===== config.mk =====
export PLATFORM = sky130hd
export DESIGN_NAME = wsdb_ctrl
export DESIGN_NICKNAME = d
export VERILOG_FILES = /design/src/rtl/wsdb_pkg.sv /design/src/rtl/wsdb_ctrl.sv
export VERILOG_INCLUDE_DIRS = /design/src /design/src/rtl
export SDC_FILE = /design/constraint.sdc
export NUM_CORES = 1
export LEC_CHECK = 0
export BUFFER_PORTS_ARGS = -buffer_cell sky130_fd_sc_hd__buf_2
export CAP_MARGIN = 20
export CORE_ASPECT_RATIO = 1.1
export CORE_UTILIZATION = 35
export DETAILED_ROUTE_END_ITERATION = 8
export PLACE_DENSITY = 0.65
export SYNTH_ARGS = -nofsm -noshare
export SYNTH_HDL_FRONTEND = slang
export SYNTH_SLANG_ARGS = --single-unit
export TNS_END_PERCENT = 100

===== constraint.sdc =====
create_clock -name clk -period 2.5 [get_ports clk]
set_input_delay 0.5 -clock clk [delete_from_list [all_inputs] [get_ports clk]]
set_output_delay 0.5 -clock clk [all_outputs]
set_load 0.1 [all_outputs]

===== src/rtl/assert_macros.svh =====
// Assertion macros shared by the deque bank modules
`ifndef ASSERT_MACROS_SVH
`define ASSERT_MACROS_SVH

// Check that a condition implies a consequence in the same cycle
`define WSDB_ASSERT_SAME(label, cond, cons, msg) \
  label: assert property (@(posedge clk) disable iff (!rst_n) (cond) |-> (cons)) \
    else $error(msg);

// Check that a condition implies a consequence in the next cycle
`define WSDB_ASSERT_NEXT(label, cond, cons, msg) \
  label: assert property (@(posedge clk) disable iff (!rst_n) (cond) |=> (cons)) \
    else $error(msg);

`endif


===== src/rtl/wsdb_pkg.sv =====
// Package for the work-stealing deque bank: types, codes and constants
package wsdb_pkg;

  localparam int MAX_LANES   = 8;
  localparam int LANE_W      = 3;
  localparam int CNT_W       = 4;
  localparam int HANDLE_BITS = 16;
  localparam int RING_SLOTS_DEF = 64;

  localparam logic [63:0] LCG_MUL   = 64'd6364136223846793005;
  localparam logic [63:0] LCG_ADD   = 64'd1442695040888963407;
  localparam logic [63:0] SEED_BASE = 64'h9e3779b97f4a7c15;
  localparam int          SEED_SHIFT = 33;

  localparam logic [1:0] CMD_PUSH  = 2'd0;
  localparam logic [1:0] CMD_POP   = 2'd1;
  localparam logic [1:0] CMD_STEAL = 2'd2;

  localparam logic [1:0] ST_OK    = 2'd0;
  localparam logic [1:0] ST_EMPTY = 2'd1;
  localparam logic [1:0] ST_FULL  = 2'd2;
  localparam logic [1:0] ST_BAD   = 2'd3;

  typedef enum logic [3:0] {
    S_IDLE, S_DECODE, S_MUL0, S_MUL1, S_MUL2, S_ADD, S_MOD, S_SCAN, S_READ, S_FINISH
  } state_t;

  // Controller to datapath
  typedef struct packed {
    logic take_in;
    logic use_victim;
    logic push;
    logic pop;
    logic set_bad;
    logic set_empty;
    logic set_full;
    logic mul_first;
    logic mul_hi_b;
    logic mul_hi_a;
    logic add_c;
    logic mod_step;
    logic scan_step;
    logic steal_take;
    logic cap_read;
    logic emit;
  } cmd_t;

  // Datapath to controller
  typedef struct packed {
    logic [1:0] cmd;
    logic       bad;
    logic       full;
    logic       empty;
    logic       few;
    logic       mod_last;
    logic       hit;
    logic       scan_last;
    logic       out_free;
  } sts_t;

endpackage


===== src/rtl/wsdb_ctrl.sv =====
// Controller state machine of the deque bank
`include "assert_macros.svh"

module wsdb_ctrl (
  input  logic           clk,
  input  logic           rst_n,
  input  logic           in_valid,
  output logic           in_ready,
  input  wsdb_pkg::sts_t sts,
  output wsdb_pkg::cmd_t cmd
);

  wsdb_pkg::state_t state_r, state_nxt;

  // Hold state
  always_ff @(posedge clk) begin
    if (!rst_n) begin
      state_r <= wsdb_pkg::S_IDLE;
    end else begin
      state_r <= state_nxt;
    end
  end

  // Advance state and issue commands
  always_comb begin
    state_nxt = state_r;
    cmd       = '0;
    in_ready  = 1'b0;
    case (state_r)
      wsdb_pkg::S_IDLE: begin
        in_ready = 1'b1;
        if (in_valid) begin
          cmd.take_in = 1'b1;
          state_nxt   = wsdb_pkg::S_DECODE;
        end
      end
      wsdb_pkg::S_DECODE: begin
        state_nxt = wsdb_pkg::S_FINISH;
        if (sts.bad) begin
          cmd.set_bad = 1'b1;
        end else begin
          case (sts.cmd)
            wsdb_pkg::CMD_PUSH: begin
              if (sts.full) cmd.set_full = 1'b1;
              else          cmd.push     = 1'b1;
            end
            wsdb_pkg::CMD_POP: begin
              if (sts.empty) begin
                cmd.set_empty = 1'b1;
              end else begin
                cmd.pop   = 1'b1;
                state_nxt = wsdb_pkg::S_READ;
              end
            end
            wsdb_pkg::CMD_STEAL: begin
              if (sts.few) cmd.set_empty = 1'b1;
              else         state_nxt     = wsdb_pkg::S_MUL0;
            end
            default: cmd.set_empty = 1'b1;
          endcase
        end
      end
      wsdb_pkg::S_MUL0: begin
        cmd.mul_first = 1'b1;
        state_nxt     = wsdb_pkg::S_MUL1;
      end
      wsdb_pkg::S_MUL1: begin
        cmd.mul_hi_b = 1'b1;
        state_nxt    = wsdb_pkg::S_MUL2;
      end
      wsdb_pkg::S_MUL2: begin
        cmd.mul_hi_a = 1'b1;
        state_nxt    = wsdb_pkg::S_ADD;
      end
      wsdb_pkg::S_ADD: begin
        cmd.add_c = 1'b1;
        state_nxt = wsdb_pkg::S_MOD;
      end
      wsdb_pkg::S_MOD: begin
        cmd.mod_step = 1'b1;
        if (sts.mod_last) state_nxt = wsdb_pkg::S_SCAN;
      end
      wsdb_pkg::S_SCAN: begin
        cmd.use_victim = 1'b1;
        if (sts.hit) begin
          cmd.steal_take = 1'b1;
          state_nxt      = wsdb_pkg::S_READ;
        end else if (sts.scan_last) begin
          cmd.set_empty = 1'b1;
          state_nxt     = wsdb_pkg::S_FINISH;
        end else begin
          cmd.scan_step = 1'b1;
        end
      end
      wsdb_pkg::S_READ: begin
        cmd.cap_read = 1'b1;
        state_nxt    = wsdb_pkg::S_FINISH;
      end
      wsdb_pkg::S_FINISH: begin
        if (sts.out_free) begin
          cmd.emit  = 1'b1;
          state_nxt = wsdb_pkg::S_IDLE;
        end
      end
      default: state_nxt = wsdb_pkg::S_IDLE;
    endcase
  end

  `WSDB_ASSERT_SAME(a_emit_free, cmd.emit, sts.out_free, "result emitted over a waiting item")
  `WSDB_ASSERT_NEXT(a_take_decode, cmd.take_in, state_r == wsdb_pkg::S_DECODE, "item not decoded")
  `WSDB_ASSERT_NEXT(a_pop_read, cmd.pop || cmd.steal_take, state_r == wsdb_pkg::S_READ,
                    "ring read not captured")

endmodule


* After elaboration in Yosys (flattened, before gate mapping)
Cells that the tools add are included.
** Storage, ports and cells
- Output and inout bits :: 17
- Latch bits :: 0
- Bits in writable memories :: 0
- Bits in read-only memories :: 0
- Memories kept :: 0
- Bits in registers :: 4
** Operators by class
- Bitwise logic cells :: 0
- Reductions and logical operators :: 3
- Add/subtract/negate cells :: 0
- Multipliers :: 0
- Divide/modulo/power cells :: 0
- Magnitude comparators :: 0
- Equal/unequal tests :: 15
- Shift-type cells :: 0
- Muxes and demuxes :: 43
** Operator list (count)
- $pmux 4 s10 :: 1
- $mux 1 :: 28
- $mux 4 :: 7
- $eq 4x3->1 const B :: 4
- $eq 4x2->1 const B :: 2
- $eq 4x4->1 const B :: 2
- $pmux 4 s2 :: 1
- $mux 2 :: 3
- $ne 2x2->1 const B :: 3
- $eq 4x1->1 const B :: 1
- $logic_not 4->1 :: 1
- $reduce_and 4->1 :: 1
- $mux 3 :: 1
- $ne 3x3->1 const B :: 1
- $pmux 1 s3 :: 1
- $eq 2x1->1 const B :: 1
- $eq 2x2->1 const B :: 1
- $logic_not 2->1 :: 1
- $pmux 1 s2 :: 1

* Depth between registers and ports, before layout
- Depth in word-level cells :: 4
- Depth in mapped cells :: 6
- Depth with buffers taken out :: 6

* Least setup slack after synthesis
Ideal clock, no wire load.
- Kind :: register -> output
- From :: reg state_r[0]
- To :: out cmd[15] (netlist bit)
- Path slack :: -2.539 ns
- Cell stages (with the launch flop) :: 4
- Data required time :: 2.000 ns
- Path buffers :: 1
- Data arrival time :: 4.539 ns
- Cell sequence :: dfxtp_1 > buf_2 > nor4_1 > and2_1
** RTL lines
- start: declaration :: line wsdb_ctrl.sv:13 : wsdb_pkg::state_t state_r, state_nxt;
- start signal: assignment :: line wsdb_ctrl.sv:18 : state_r <= wsdb_pkg::S_IDLE;
- start signal: assignment :: line wsdb_ctrl.sv:20 : state_r <= state_nxt;
- end: declaration :: line wsdb_ctrl.sv:10 : output wsdb_pkg::cmd_t cmd

==> key figures <==
Outcome
  – Status: complete, no violations

GRT
  – Total GRT Usage: 22.2%
  – Met2 Resource Use GR: 35.5%
  – First-pass GRT wire length: 2730 um
  – Gr busiest metal: met2
  – Number of global-route vias before repair: 618
  – M3 GR Usage: 4.62%
  – Met1 Track Usage GR: 29.3%
  – Initial antenna violation count: 0
  – Pin count of the biggest net entering global routing: 15
  – Total grt overflow: 0

Synth
  – Main flop type after synthesis: dfxtp_1
  – Netlist cell types: 31
  – Synth Area per Inst: 7.52 um2
  – Syn nets: 92
  – Count leader, synth: nor3_1
  – FF+latch count, synth: 4
  – Post-synth top area cell: dfxtp_1
  – Synth top cells by count: nor3_1, inv_1, ha_1
  – Main area contributors after synthesis: dfxtp_1, ha_1, nor3_1, nand2b_1, inv_1
  – Synth warn: 0
  – Sequential area share after synthesis: 14.4%
  – Mapped Area: 557 um2
  – Asr flop ratio synth: 0%
  – Gate Count Post-Synth: 74
  – EDFF count, synth: 0
  – Synth top area share: 14.4%

Finish
  – Ant diodes: 0
  – Largest register FFs: 4
  – Fraction of layout cells with a size suffix above 1: 55.7%
  – Final core occ: 68.1%
  – Finished Layout Cells: 122
  – Largest Register: state_r
  – Nets: 126
  – Layout Area Growth over Synthesis: 73.5%
  – Largest regs: state_r x4

STA
  – Max Clock Skew: 2.50 ps
  – Endpoints failing hold: 0
  – Worst slew pin tran: 492 ps
  – Relative slew margins: 67.4%
  – Tcrit/Tclk final: 89.9%
  – Worst setup margin: 252 ps
  – Tmin final: 2250 ps
  – Final setup viols: 0
  – Slew Viols, Final: 0
  – RSZ-0062 raised after global routing: false
  – F_max: 0.445 GHz

Placed design
  – RePlAce Congestion: 0.758
  – Port bufs: 29
  – Post-DP HPWL: 1340 um
  – Setup WS pre-CTS: 345 ps
  – DP Cell Count: 119

CTS
  – H-tree Lvls: 1
  – Post-CTS setup buffer count: 0
  – Clk sinks: 4
  – Post-cts sizing count: 0
  – CTS tree: yes
  – Hold Buf Count CTS: 0
  – Clk Latency, worst-skew pair: 240 ps
  – CTS Buffer Depth: 2
  – Clock-pin slew on the worst setup and hold paths: 40 ps
  – Clk root buf: clkbuf_4
  – CTS Buf Count: 3

Worst setup path
  – Crit path capture type: output port
  – CP Max Fanout: 6
  – Startpoint type of the worst setup path: flop
  – FF-to-FF setup slack: 890 ps
  – Critical setup path kind: flop to output port
  – CP Data Required Time: 2000 ps
  – Crit path arrival time: 1750 ps

Pwr
  – Sequential share of power: 20.5%
  – Internal Power: 185 uW
  – Switching Share: 49.9%
  – Comb pwr share: 57.4%
  – Clock power share: 22.1%
  – PwrDens: 382 nW/um2
  – Total power draw: 369 uW
  – Static Leak: 0.000440 uW
  – Psw: 184 uW
  – Maximum vdd ir drop: 0.266 mV

Floorplanning
  – Die Height: 43.8 um
  – Die area: 1750 um2
  – Site Rows: 14
  – Ports: 30
  – Total core area: 1420 um2
  – Initial Utilization: 39.2%
  – Die Width: 40.0 um

Hold path
  – Hold Path Class: primary input to flop

Drt
  – Drt first-iter violations: 17
  – Antenna-violating nets left: 0
  – Drt pass-1 iters: 4
  – Final wirelength: 1630 um
  – Routed vias/inst: 5.67
  – Per-cell routed wire length: 13.3 um
  – Routed via count: 692
  – DRC: 0

Flow run
  – Max-cap violations: 0
[per-layer routing]
layer  wire length, um  part of all wire (%)
met1               686                    42
met2               863                    53
met3                78                   4.8
met4                 0                     0
met5                 0                     0
[power by group through the flow]
stage	registers (uW)	clock network (uW)	logic, uW
after global placement	76.3	0	211
after detailed placement	76.7	0	212
after global routing	77.1	88.0	225
final	75.8	81.7	212
after CTS	75.8	82.5	213
after floorplan	75.9	0	162
[cells by family after synthesis]
group / after synthesis / synth area share, %
AO/OA/AOI/OAI: 17 / 22.7
adder cells (fa/ha/maj): 5 / 11.2
flip-flops: 4 / 14.4
AND/OR/NAND/NOR: 36 / 41.1
buffers and inverters: 10 / 7.19
XOR/XNOR: 1 / 1.57
multiplexers: 1 / 1.80
[critical path: stages (launching register included)]
cell and delay (ps):
dfxtp_1 380, or4_4 650, nor3b_4 260, buf_12 210
[cell type report]
class                   count  area [um2]
multi-input cells          60         556
fillers                   117         453
clock buffers               3        22.5
inverters                   6        22.5
well taps                  16        20.0
flip-flops and latches      4        80.1
repair buffers             33         265
[cells in the final DEF, fill, tap and decap left out, drive strengths merged]
master   count
nand2        2
mux2i        1
inv          6
o221a        2
a21oi        4
nor3b        3
nor4b        2
nor3         9
or4          1
dfxtp        4
o21ai        4
buf         33
nor2         4
a221oi       2
xor2         1
o2111a       1
clkbuf       3
o31a         1
a31o         1
and2         2
nand3b       3
or2          1
nand2b       5
nor4         3
a2111oi      1
nor2b        1
ha           5
o311ai       1
[worst paths after layout]
path | start | to | depth (start not counted)
hold / removal | rst_n | state_r[1]$_SDFFE_PN0P_ | 2
setup reg to reg | state_r[2]$_SDFFE_PN0P_ | state_r[0]$_SDFFE_PN0P_ | 5
hold reg to reg | state_r[3]$_SDFFE_PN0P_ | state_r[2]$_SDFFE_PN0P_ | 1
setup / recovery | state_r[3]$_SDFFE_PN0P_ | cmd[12] | 3
[through the flow]
| stage | hold WS (ps) | cell area (um2) | TNS, ps |
|---|---|---|---|
| after floorplan | 628 | 677 | -1040 |
| after global placement | 592 | 943 | 0 |
| after detailed placement | 598 | 943 | 0 |
| after CTS | 520 | 966 | 0 |
| after global routing | 522 | 966 | 0 |
| final | 521 | 966 | 0 |
Note: power is estimated with default switching activity, not from simulation.
